`src/hw/rtl/utf8lm_pkg.sv`:
```
// shared types, constants and a helper function for the utf8 latin-1 mojibake detector
// used by utf8lm_core and utf8_latin1_mojibake_detector

package utf8lm_pkg;

  localparam int COUNT_WIDTH = 16;
  localparam int CFG_WIDTH   = 16;
  localparam int CMP_WIDTH   = ((COUNT_WIDTH > CFG_WIDTH) ? COUNT_WIDTH : CFG_WIDTH) + 1;

  localparam logic [7:0] LEAD_C2 = 8'hC2;
  localparam logic [7:0] LEAD_C3 = 8'hC3;
  localparam logic [CFG_WIDTH-1:0] MIN_LATIN1_RESET = CFG_WIDTH'(3);

  typedef logic [COUNT_WIDTH-1:0] count_t;

  // one result item
  typedef struct packed {
    logic       extraction_ok;
    logic       legacy_pattern;
    logic       string_done;
    logic       byte_valid;
    logic [7:0] recovered_byte;
  } result_t;

  function automatic count_t sat_inc(input count_t v);
    sat_inc = (&v) ? v : v + count_t'(1);
  endfunction

endpackage

```
`src/hw/rtl/utf8_latin1_mojibake_detector.sv`:
```
// top level of the utf8 latin-1 mojibake detector: input register, output register,
// handshake and configuration register; depends on utf8lm_pkg and utf8lm_core
//
// usage:
//   s_axis carries one byte of a utf-8 string per transaction in s_axis_tdata,
//   with s_axis_tlast on the final byte of the string.
//   m_axis returns exactly one transaction per input byte, in order:
//     m_axis_tdata[7:0] recovered byte, [8] legacy pattern, [9] extraction ok
//     m_axis_tuser      byte valid, m_axis_tlast string done.
//   legacy pattern and extraction ok are meaningful on the tlast transaction only,
//   after which the per-string counters and flags clear.
//   cfg_we / cfg_wdata write the minimum c2/c3 sequence count (reset value 3);
//   write it only while no byte is in flight.
// datapath: each input transaction passes the input register, then the result register
//   behind one pass of compare and saturating-count logic.
// throughput: one byte per cycle; both pipeline slots advance whenever the output
//   register is empty or being taken.
// reset: rst (synchronous) empties both slots, clears string state, restores config.
// stall: when m_axis_tready is low the result holds, the input register fills, and
//   s_axis_tready drops only once both slots are occupied.

module utf8_latin1_mojibake_detector (
  input  logic                                 clk,
  input  logic                                 rst,
  input  logic                                 s_axis_tvalid,
  output logic                                 s_axis_tready,
  input  logic [7:0]                           s_axis_tdata,  // in_byte
  input  logic                                 s_axis_tlast,  // is_last
  output logic                                 m_axis_tvalid,
  input  logic                                 m_axis_tready,
  output logic [15:0]                          m_axis_tdata,  // recovered_byte, legacy_pattern,
                                                              // extraction_ok, zero fill
  output logic                                 m_axis_tuser,  // byte_valid
  output logic                                 m_axis_tlast,  // string_done
  input  logic                                 cfg_we,
  input  logic [utf8lm_pkg::CFG_WIDTH-1:0]     cfg_wdata
);

  logic                              in_valid;
  logic [7:0]                        in_byte;
  logic                              in_last;
  logic                              out_valid;
  utf8lm_pkg::result_t               out_res;
  utf8lm_pkg::result_t               core_res;
  logic [utf8lm_pkg::CFG_WIDTH-1:0]  min_latin1_count;
  logic                              advance;
  logic                              s_accept;

  assign advance       = in_valid && (!out_valid || m_axis_tready);
  assign s_axis_tready = !in_valid || advance;
  assign s_accept      = s_axis_tvalid && s_axis_tready;

  utf8lm_core u_core (
    .clk              (clk),
    .rst              (rst),
    .en               (advance),
    .in_byte          (in_byte),
    .is_last          (in_last),
    .min_latin1_count (min_latin1_count),
    .result           (core_res)
  );

  always_ff @(posedge clk) begin
    if (rst) begin
      min_latin1_count <= utf8lm_pkg::MIN_LATIN1_RESET;
    end else if (cfg_we) begin
      min_latin1_count <= cfg_wdata;
    end
  end

  always_ff @(posedge clk) begin
    if (rst) begin
      in_valid <= 1'b0;
    end else if (s_accept) begin
      in_valid <= 1'b1;
    end else if (advance) begin
      in_valid <= 1'b0;
    end
  end

  always_ff @(posedge clk) begin
    if (s_accept) begin
      in_byte <= s_axis_tdata;
      in_last <= s_axis_tlast;
    end
  end

  always_ff @(posedge clk) begin
    if (rst) begin
      out_valid <= 1'b0;
    end else if (advance) begin
      out_valid <= 1'b1;
    end else if (m_axis_tready) begin
      out_valid <= 1'b0;
    end
  end

  always_ff @(posedge clk) begin
    if (advance) begin
      out_res <= core_res;
    end
  end

  assign m_axis_tvalid = out_valid;
  assign m_axis_tdata  = {6'b0, out_res.extraction_ok, out_res.legacy_pattern,
                          out_res.recovered_byte};
  assign m_axis_tuser  = out_res.byte_valid;
  assign m_axis_tlast  = out_res.string_done;

endmodule

```
`src/hw/rtl/utf8lm_core.sv`:
```
// per-string state and single-pass byte logic: shape scan, counters, latin-1 recovery
// depends on utf8lm_pkg

module utf8lm_core (
  input  logic                                  clk,
  input  logic                                  rst,
  input  logic                                  en,
  input  logic [7:0]                            in_byte,
  input  logic                                  is_last,
  input  logic [utf8lm_pkg::CFG_WIDTH-1:0]      min_latin1_count,
  output utf8lm_pkg::result_t                   result
);

  logic                  skip_remaining_lo, skip_remaining_hi;
  logic [1:0]            skip_remaining, skip_remaining_next;
  logic                  lead_pending, lead_pending_next;
  logic                  lead_high_bit, lead_high_bit_next;
  utf8lm_pkg::count_t    latin1_count, latin1_count_next;
  utf8lm_pkg::count_t    other_multibyte_count, other_multibyte_count_next;
  utf8lm_pkg::count_t    code_point_count, code_point_count_next;
  logic                  extract_failed, extract_failed_next;

  logic is2, is3, is4, latin_lead;
  logic valid;
  logic [7:0] rec;
  logic [utf8lm_pkg::CMP_WIDTH-1:0] latin_ext, min_ext, cp_ext, latin_dbl;

  assign skip_remaining = {skip_remaining_hi, skip_remaining_lo};

  always_comb begin
    is2 = (in_byte[7:5] == 3'b110);
    is3 = (in_byte[7:4] == 4'b1110);
    is4 = (in_byte[7:3] == 5'b11110);
    latin_lead = in_byte inside {utf8lm_pkg::LEAD_C2, utf8lm_pkg::LEAD_C3};

    // shape scan
    skip_remaining_next        = skip_remaining;
    latin1_count_next          = latin1_count;
    other_multibyte_count_next = other_multibyte_count;
    code_point_count_next      = code_point_count;
    if (skip_remaining != 2'd0) begin
      skip_remaining_next = skip_remaining - 2'd1;
    end else begin
      code_point_count_next = utf8lm_pkg::sat_inc(code_point_count);
      if (is2 && latin_lead) begin
        latin1_count_next = utf8lm_pkg::sat_inc(latin1_count);
      end else if (is2 || is3 || is4) begin
        other_multibyte_count_next = utf8lm_pkg::sat_inc(other_multibyte_count);
      end
      if (is2) begin
        skip_remaining_next = 2'd1;
      end else if (is3) begin
        skip_remaining_next = 2'd2;
      end else if (is4) begin
        skip_remaining_next = 2'd3;
      end else begin
        skip_remaining_next = 2'd0;
      end
    end

    // latin-1 recovery
    rec                 = 8'h00;
    valid               = 1'b0;
    lead_pending_next   = lead_pending;
    lead_high_bit_next  = lead_high_bit;
    extract_failed_next = extract_failed;
    if (lead_pending) begin
      lead_pending_next = 1'b0;
      if (in_byte[7:6] == 2'b10) begin
        rec   = {1'b1, lead_high_bit, in_byte[5:0]};
        valid = 1'b1;
      end else begin
        extract_failed_next = 1'b1;
      end
    end else if (!in_byte[7]) begin
      rec   = in_byte;
      valid = 1'b1;
    end else if (latin_lead && !is_last) begin
      lead_pending_next  = 1'b1;
      lead_high_bit_next = in_byte[0];
    end else begin
      extract_failed_next = 1'b1;
    end

    // end-of-string test on the updated counts
    latin_ext = utf8lm_pkg::CMP_WIDTH'(latin1_count_next);
    min_ext   = utf8lm_pkg::CMP_WIDTH'(min_latin1_count);
    cp_ext    = utf8lm_pkg::CMP_WIDTH'(code_point_count_next);
    latin_dbl = latin_ext << 1;

    result.recovered_byte = (valid && !extract_failed_next) ? rec : 8'h00;
    result.byte_valid     = valid && !extract_failed_next;
    result.string_done    = is_last;
    result.legacy_pattern = is_last && (other_multibyte_count_next == '0)
                            && (latin_ext >= min_ext) && (latin_dbl >= cp_ext);
    result.extraction_ok  = is_last && !extract_failed_next;
  end

  always_ff @(posedge clk) begin
    if (rst) begin
      skip_remaining_lo     <= 1'b0;
      skip_remaining_hi     <= 1'b0;
      lead_pending          <= 1'b0;
      lead_high_bit         <= 1'b0;
      latin1_count          <= '0;
      other_multibyte_count <= '0;
      code_point_count      <= '0;
      extract_failed        <= 1'b0;
    end else if (en) begin
      if (is_last) begin
        // string ends: drop any owed skip and clear everything
        skip_remaining_lo     <= 1'b0;
        skip_remaining_hi     <= 1'b0;
        lead_pending          <= 1'b0;
        lead_high_bit         <= 1'b0;
        latin1_count          <= '0;
        other_multibyte_count <= '0;
        code_point_count      <= '0;
        extract_failed        <= 1'b0;
      end else begin
        skip_remaining_lo     <= skip_remaining_next[0];
        skip_remaining_hi     <= skip_remaining_next[1];
        lead_pending          <= lead_pending_next;
        lead_high_bit         <= lead_high_bit_next;
        latin1_count          <= latin1_count_next;
        other_multibyte_count <= other_multibyte_count_next;
        code_point_count      <= code_point_count_next;
        extract_failed        <= extract_failed_next;
      end
    end
  end

endmodule

```
`config.mk`:
```
export PLATFORM = sky130hd
export DESIGN_NAME = utf8_latin1_mojibake_detector
export DESIGN_NICKNAME = d
export VERILOG_FILES = /design/src/hw/rtl/utf8lm_pkg.sv /design/src/hw/rtl/utf8_latin1_mojibake_detector.sv /design/src/hw/rtl/utf8lm_core.sv
export SDC_FILE = /design/constraint.sdc
export NUM_CORES = 1
export LEC_CHECK = 0
export BUFFER_PORTS_ARGS = -buffer_cell sky130_fd_sc_hd__buf_2
export CAP_MARGIN = 20
export CORE_ASPECT_RATIO = 0.9
export CORE_MARGIN = 5
export CORE_UTILIZATION = 45
export CTS_CLUSTER_SIZE = 10
export DETAILED_ROUTE_END_ITERATION = 6
export PLACE_DENSITY_LB_ADDON = 0.3
export SYNTH_ARGS = -nofsm -noshare
export SYNTH_HDL_FRONTEND = slang
export SYNTH_SLANG_ARGS = --single-unit
```
`constraint.sdc`:
```
create_clock -name clk -period 6.1 [get_ports clk]
set_clock_uncertainty 0.15 [all_clocks]
set_input_delay 1.22 -clock clk [delete_from_list [all_inputs] [get_ports clk]]
set_output_delay 1.22 -clock clk [all_outputs]
set_load 0.01 [all_outputs]
```
==> load_flow_metrics.sql, run 1 <==
INSERT INTO impl_metrics (metric_group, metric, value, unit) VALUES
('cells_and_area', 'final-instance-count-excl-fill', '837', ''),
('grt', 'globalRouteOverflowTotal', '0', ''),
('timing', 'timing.slew.headroom', '0.373', ''),
('cells_and_area', 'final_util', '0.509', ''),
('cts', 'ctsHtreeMaxLevel', '3', ''),
('timing', 'min_period_over_period', '0.687', ''),
('timing', 'tightest_slew', '0.937', 'ns'),
('cts', 'root_buffer', 'clkbuf_16', ''),
('setup_path', 'worst_path_most_repeated_cell', 'o21ai_0', ''),
('setup_path', 'critical_path_class', 'register to register', ''),
('flow_run', 'max-cap-violations', '0', ''),
('timing', 'setup-tns-final', '0', 'ns'),
('setup_path', 'worst_path_largest_cell_delay', '0.61', 'ns'),
('yosys', 'ys_dominant_reg_cell', 'dfxtp_1', ''),
('yosys', 'synth_cell_type_count', '63', ''),
('setup_path', 'setup.worst_path.start', 'in_byte[4]', ''),
('yosys', 'share_of_the_synthesized_area_in_the_top_cell_type', '0.255', ''),
('cells_and_area', 'final_nets', '736', ''),
('cts', 'postCtsSetupBuffers', '0', ''),
('yosys', 'largest_family_of_logic_cells_by_synthesized_area', 'simple AND/OR/NAND/NOR gates', ''),
('grt', 'grt_antenna_before_repair', '0', ''),
('drt', 'route.detailed.drc', '0', ''),
('yosys', 'synth_fa_ha_area_frac', '0.0763', ''),
('yosys', 'synthesis.area_per_instance', '8.60', 'sq um'),
('setup_path', 'worst-r2r-cell-count', '14', ''),
('yosys', 'post_synth_and_or_nand_nor_area_fraction', '0.242', ''),
('cells_and_area', 'postLayoutCellArea', '6150', 'sq um'),
('yosys', 'count_of_warnings_emitted_by_yosys', '0', ''),
('cells_and_area', 'n_antenna_cell', '0', ''),
('cts', 'clk-insertion-delay-late', '0.35', 'ns'),
('floorplanning', 'start_util', '0.462', ''),
('timing', 'slew_viol_final', '0', ''),
('placed_design', 'place.detailed.instances', '820', ''),
('yosys', 'post_synth_edffs', '21', ''),
('yosys', 'synth.cell_area', '5570', 'sq um'),
('floorplanning', 'die_w', '127', 'microns'),
('setup_path', 'worst_ep_required_time', '6.05', 'ns'),
('timing', 'max_freq', '239', 'MHz'),
('setup_path', 'worst_r2r_startpoint', 'in_byte[4]', ''),
('setup_path', 'timing.critical_path.to_type', 'register', ''),
('cells_and_area', 'layout-drive-gt1-share', '0.127', ''),
('yosys', 'ys_top_cells_by_area', 'dfxtp_1 (25%), edfxtp_1 (11%), ha_1 (7.6%)', ''),
('timing', 'report.final.hold_viol_count', '0', ''),
('yosys', 'synth_compound_gate_area_share', '0.175', ''),
('hold_path', 'hp-class', 'register to register', ''),
('cts', 'tritoncts', 'yes', ''),
('floorplanning', 'floorplan.die_area', '14700', 'sq um'),
('cts', 'ctsHoldBuffers', '0', ''),
('yosys', 'share_of_cell_area_taken_by_muxes_after_synthesis', '0.0456', ''),
('cts', 'worst_setup_hold_path_clk_slew', '0.07', 'ns'),
('yosys', 'synth_seq_cells', '92', ''),
('timing', 'finalWorstPathRequiredPeriod', '4.19', 'ns'),
('floorplanning', 'dieHeight', '116', 'microns'),
('drt', 'drtIter0Drc', '411', ''),
('grt', 'grt_pass1_vias', '4523', ''),
('cts', 'sinks_on_clock_net', '92', ''),
('yosys', 'synth_sequential_area_ratio', '0.368', ''),
('power_and_ir_drop', 'worst_vdd_ir', '274', 'uV'),
('setup_path', 'worst_setup_path_endpoint', 'm_axis_tdata[8]', ''),
('yosys', 'synth-async-reset-ratio', '0', ''),
('run_status', 'outcome', 'finished clean', ''),
('cells_and_area', 'area.growth.synth_to_final', '10.3', '%'),
('drt', 'total_wirelength_of_the_detailed_routed_design', '13200', 'microns'),
('setup_path', 'path_cells', 'or4b_4 -> nor3_4 -> o21ai_2 -> nor2_4 -> nand2_1 -> xnor2_1 -> ha_1 -> a211oi_1 -> nor2_1 -> nor4_1 -> o21ai_0 -> o21ai_0 -> nand3_1 -> and4_1', ''),
('placed_design', 'dpl-instance-area', '5860', 'sq um'),
('cts', 'clock_tree.buffer_depth', '2', ''),
('drt', 'drtAntennaViolNets', '0', ''),
('floorplanning', 'top_level_port_count', '50', ''),
('power_and_ir_drop', 'power_density', '207', 'nW/um^2'),
('cts', 'cts_resized', '0', ''),
('setup_path', 'critical-path-slowest-cell', 'or4b_4', '');
## placed cells by master, fill, tap and decap left out, types with 15 or more instances in the layout
cell type	Yosys	layout
xnor2_1	16	16
a21oi_1	47	47
nand2_1	33	33
inv_1	24	24
or3_1	18	18
dfxtp_1	71	71
nor2_1	72	72
ha_1	34	34
mux2i_1	22	22
nor3_1	20	20
edfxtp_1	21	21
a31oi_1	15	15
buf_2	3	43
nand3_1	21	21
o21ai_0	43	43
## registers in the layout (all words and copies together), names as in the netlist
signal,cells
u_core.skip_remaining_hi,1
u_core.code_point_count,16
in_last,1
in_valid,1
u_core.lead_high_bit,1
u_core.extract_failed,1
min_latin1_count,16
u_core.other_multibyte_count,16
m_axis_tvalid,1
u_core.lead_pending,1
m_axis_tuser,1
m_axis_tlast,1
m_axis_tdata,10
u_core.latin1_count,16
in_byte,8
u_core.skip_remaining_lo,1
## Yosys cell counts, drive strengths merged, types with 2 or more instances
| library cell | n |
|---|---|
| nor3b | 2 |
| a41oi | 3 |
| mux2i | 22 |
| nand2b | 6 |
| dfxtp | 71 |
| nor2b | 8 |
| a32oi | 2 |
| a31oi | 15 |
| a211oi | 7 |
| and4 | 9 |
| a22oi | 11 |
| nor4 | 7 |
| nor3 | 22 |
| edfxtp | 21 |
| a21oi | 47 |
| or2 | 5 |
| a2bb2oi | 5 |
| ha | 34 |
| and2 | 12 |
| a32o | 4 |
| buf | 13 |
| nand4 | 13 |
| o21ai | 45 |
| mux2 | 3 |
| inv | 24 |
| and3 | 4 |
| xnor2 | 16 |
| nand3b | 5 |
| nand4b | 2 |
| nor2 | 74 |
| nand2 | 33 |
| a21o | 4 |
| xor2 | 11 |
| o211ai | 6 |
| or3 | 18 |
| clkbuf | 28 |
| nand3 | 22 |
## power by group
group	switching [mW]	internal, mW
Sequential	0.00937	0.639
Combinational	0.0629	0.0356
Clock	0.248	0.280
Total	0.320	0.955
## metrics by stage
step,setup WS (ns),hold WS (ns)
after CTS,1.98,0.343
after global routing,1.70,0.369
final,1.91,0.343
after global placement,2.07,0.320
after floorplan,2.64,0.299
after detailed placement,2.01,0.324
## worst min path at each step
stage,endpoint,slack (ns),cells past startpoint
final,min_latin1_count[1],0.34,2
after global routing,min_latin1_count[1],0.37,2
after CTS,u_core.lead_high_bit,0.34,2
after detailed placement,u_core.lead_high_bit,0.32,2
after global placement,min_latin1_count[0],0.32,2
after floorplan,min_latin1_count[0],0.30,2
## worst max-delay path, delay by kind of cell, from the launching register on
family          cells  cell delay (ns)
fa+ha+maj           1             0.33
flops               1             0.44
compound gates      4             0.83
xor+xnor            1             0.38
simple gates        8             1.78
## layer usage
layer / global-route usage / wire length (microns)
met4: 0.0508 / 211
met2: 0.291 / 5910
met5: 0 / 0
met1: 0.256 / 6350
met3: 0.0447 / 690
## cell families after synthesis
family	count (synthesis)
AOI/OAI and AO/OA	157
xor gates and xnor gates	27
adders and majority gates	34
buffers and inverters	65
DFF	92
muxes	25
other	1
and+or+nand+nor	247
## cell type report
type                       instances  area [sq um]
tap                              160           200
inverter                          24          90.1
clock buffer                      10           229
timing repair buffer              49           268
multi-input combinational        496          3270
sequential                        92          2050
clock inverter                     6          46.3
fill                            1151          5930
Note: power is estimated with default switching activity, not from simulation.
==> run 2: changes to the inputs <==
Clock period 6.1 ns to 3.5 ns, I/O delays scaled along.
==> load_flow_metrics.sql, run 2 (synthesis gave the netlist of run 1 again) <==
INSERT INTO impl_metrics (metric_group, metric, value, unit) VALUES
('hold_path', 'min-delay-start', 'min_latin1_count[14]', ''),
('grt', 'grt_pass1_vias', '5051', ''),
('placed_design', 'place_hpwl', '10200', 'microns'),
('cells_and_area', 'regArea', '2050', 'sq um'),
('floorplanning', 'dieHeight', '116', 'microns'),
('cells_and_area', 'layout_commonest_cell', 'nor2_1', ''),
('setup_path', 'path_cells', 'or4b_4 -> nor3_4 -> o21ai_4 -> nor2_4 -> buf_6 -> nand3_4 -> xnor2_2 -> ha_1 -> a21o_1 -> a21oi_2 -> a21boi_1 -> o31ai_2 -> nor3_1 -> and4_1', ''),
('cells_and_area', 'layout-drive-gt1-share', '0.227', ''),
('floorplanning', 'number_of_standard_cell_rows_in_the_floorplan', '38', ''),
('drt', 'drtIter0Drc', '465', ''),
('floorplanning', 'start_util', '0.462', ''),
('drt', 'route.detailed.drc', '0', ''),
('power_and_ir_drop', 'p_seq_frac', '0.501', ''),
('cts', 'sinks_on_clock_net', '92', ''),
('setup_path', 'worst-r2r-cell-count', '14', ''),
('setup_path', 'critical-path-slowest-cell', 'or4b_4', ''),
('grt', 'globalRouteOverflowTotal', '0', ''),
('cells_and_area', 'footprint_of_the_multi_input_gates', '3400', 'sq um'),
('drt', 'via_count', '5154', ''),
('cells_and_area', 'fillerInstances', '1120', ''),
('drt', 'detailedRoute.firstPassIterationCount', '5', ''),
('power_and_ir_drop', 'cellLeakagePower', '2.70', 'nW'),
('hold_path', 'min_to', 'min_latin1_count[14]', ''),
('floorplanning', 'die_w', '127', 'microns'),
('power_and_ir_drop', 'share_comb_of_total_power', '0.083', ''),
('setup_path', 'setup.worst_path.start_class', 'register', ''),
('drt', 'total_wirelength_of_the_detailed_routed_design', '14500', 'microns'),
('timing', 'fin_ws', '-0.141', 'ns'),
('setup_path', 'worst_r2r_startpoint', 'in_byte[3]', ''),
('cts', 'clock_tree.buffer_depth', '2', ''),
('flow_run', 'max-cap-violations', '0', ''),
('timing', 'timing.slew.headroom', '0.325', ''),
('grt', 'grt_util_met2', '0.343', ''),
('run_status', 'outcome', 'finished with violations', ''),
('timing', 'final-setup-viol-count', '1', ''),
('setup_path', 'crit_arrival', '3.61', 'ns'),
('timing', 'setup-tns-final', '-0.141', 'ns'),
('floorplanning', 'top_level_port_count', '50', ''),
('timing', 'slew_viol_final', '0', ''),
('grt', 'largest_net_degree_at_the_start_of_global_routing', '46', ''),
('timing', 'min_period_over_period', '1.04', ''),
('grt', 'groute.layer.met1.usage', '0.258', ''),
('setup_path', 'worst_ep_required_time', '3.47', 'ns'),
('cells_and_area', 'final_nets', '802', ''),
('cells_and_area', 'area.growth.synth_to_final', '21.8', '%'),
('cells_and_area', 'layout_common_cells', 'nor2_1 (72), dfxtp_1 (71), buf_4 (69)', ''),
('setup_path', 'rrSetupSlack', '-0.14', 'ns'),
('placed_design', 'io_buffers', '43', ''),
('grt', 'grt_most_used_layer', 'met2', ''),
('grt', 'grt.met3_usage', '0.0484', ''),
('power_and_ir_drop', 'power.switching_fraction', '0.250', ''),
('setup_path', 'worst_r2r_endpoint', 'm_axis_tdata[8]', ''),
('cts', 'cts_bufs_inserted', '9', ''),
('cts', 'clk-insertion-delay-late', '0.36', 'ns'),
('power_and_ir_drop', 'p_switching', '0.563', 'mW'),
('setup_path', 'timing.critical_path.to_type', 'register', ''),
('setup_path', 'worst_path_largest_cell_delay', '0.56', 'ns'),
('timing', 'rsz0062_at_grt', 'true', ''),
('cts', 'ctsHtreeMaxLevel', '3', ''),
('grt', 'grt_pass1_wl', '24200', 'microns'),
('setup_path', 'timing.critical_path.fanout_max', '4', ''),
('setup_path', 'critical_path_class', 'register to register', ''),
('cts', 'tritoncts', 'yes', ''),
('grt', 'grt_antenna_before_repair', '0', ''),
('drt', 'routed_via_density', '5.71', ''),
('grt', 'track_usage', '0.203', ''),
('floorplanning', 'core', '12100', 'sq um'),
('setup_path', 'largest_delay_contributor_family_on_the_critical_path', 'simple AND/OR/NAND/NOR gates', ''),
('cts', 'root_buffer', 'clkbuf_16', ''),
('timing', 'report.final.hold_viol_count', '0', ''),
('floorplanning', 'floorplan.die_area', '14700', 'sq um'),
('cells_and_area', 'n_antenna_cell', '0', ''),
('hold_path', 'hp-class', 'register to register', ''),
('timing', 'max_freq', '275', 'MHz'),
('drt', 'wl_per_cell', '16.0', 'microns'),
('timing', 'tightest_slew', '1.01', 'ns'),
('timing', 'finalWorstPathRequiredPeriod', '3.64', 'ns'),
('setup_path', 'cp_num_buf_inv', '1', ''),
('cts', 'worst_setup_hold_path_clk_slew', '0.07', 'ns'),
('power_and_ir_drop', 'worst_vdd_ir', '329', 'uV'),
('power_and_ir_drop', 'clock_power_share', '0.416', ''),
('power_and_ir_drop', 'power.internal', '1.69', 'mW'),
('cells_and_area', 'final_util', '0.562', ''),
('hold_path', 'min_delay_path_depth', '2', ''),
('drt', 'drtAntennaViolNets', '0', ''),
('power_and_ir_drop', 'power_density', '331', 'nW/um^2'),
('placed_design', 'place_congestion', '0.898', ''),
('run_status', 'failed_checks', 'negative setup slack', '');
run 2: cell count changes in the layout (fill, tap and decap cells not counted), sizes merged:
cell      delta
clkinvlp     -1
clkinv       +2
inv          -2
buf         +66
clkbuf       +1
run 2: worst reg2reg max path, stage by stage, from the launching register on:
cell,delay [ns]
edfxtp_1,0.40
or4b_4,0.56
nor3_4,0.28
o21ai_4,0.15
nor2_4,0.14
buf_6,0.13
nand3_4,0.08
xnor2_2,0.22
ha_1,0.28
a21o_1,0.17
a21oi_2,0.13
a21boi_1,0.10
o31ai_2,0.34
nor3_1,0.08
and4_1,0.18
run 2: power groups by stage:
| stage | combinational [mW] | sequential [mW] | clock, mW |
|---|---|---|---|
| global placement | 0.178 | 1.15 | 0 |
| finish | 0.187 | 1.13 | 0.936 |
| detailed placement | 0.183 | 1.15 | 0 |
| CTS | 0.185 | 1.13 | 0.956 |
| global route | 0.209 | 1.13 | 1.00 |
| floorplan | 0.115 | 1.15 | 0 |
run 2: layout make-up:
cell class                      instances  area share
Clock buffer                           11      0.0357
Clock inverter                          5     0.00534
Inverter                               24      0.0133
Multi-Input combinational cell        496       0.501
Sequential cell                        92       0.302
Tap cell                              160      0.0295
Timing Repair Buffer                  115       0.113
run 2: worst max-delay path by stage:
| stage | startpoint | end | slack, ns | depth (start not counted) |
|---|---|---|---|---|
| final | in_byte[3] | m_axis_tdata[8] | -0.14 | 14 |
| after global routing | in_byte[4] | m_axis_tdata[8] | -0.31 | 16 |
| after CTS | in_byte[2] | m_axis_tdata[8] | -0.18 | 12 |
| after detailed placement | in_byte[4] | m_axis_tdata[8] | -0.39 | 12 |
| after global placement | in_byte[4] | m_axis_tdata[8] | -0.24 | 12 |
| after floorplan | in_byte[4] | m_axis_tdata[8] | 0.04 | 12 |
run 2: timing repair:
item,4_1_cts,5_1_grt
hold buffers,0,0
resized for setup,15,15
buffers inserted,5,2
pin swaps,16,15
endpoints found under the setup margin,1,1
run 2: routing by layer:
metal  up-vias  part of all wire
li1       2528                 -
met1      2461              0.46
met2       139              0.48
met3        26             0.045
met4         0             0.019
met5         -                 0
run 2: stage by stage:
| step | worst slack, ns | area (sq um) | hold slack, ns | instances | power [mW] |
|---|---|---|---|---|---|
| floorplan | 0.0435 | 5590 | 0.299 | 653 | 1.27 |
| global placement | -0.244 | 6310 | 0.326 | 880 | 1.33 |
| detailed placement | -0.395 | 6310 | 0.332 | 880 | 1.33 |
| CTS | -0.183 | 6710 | 0.347 | 901 | 2.27 |
| global route | -0.314 | 6790 | 0.359 | 903 | 2.34 |
| finish | -0.141 | 6790 | 0.339 | 903 | 2.25 |
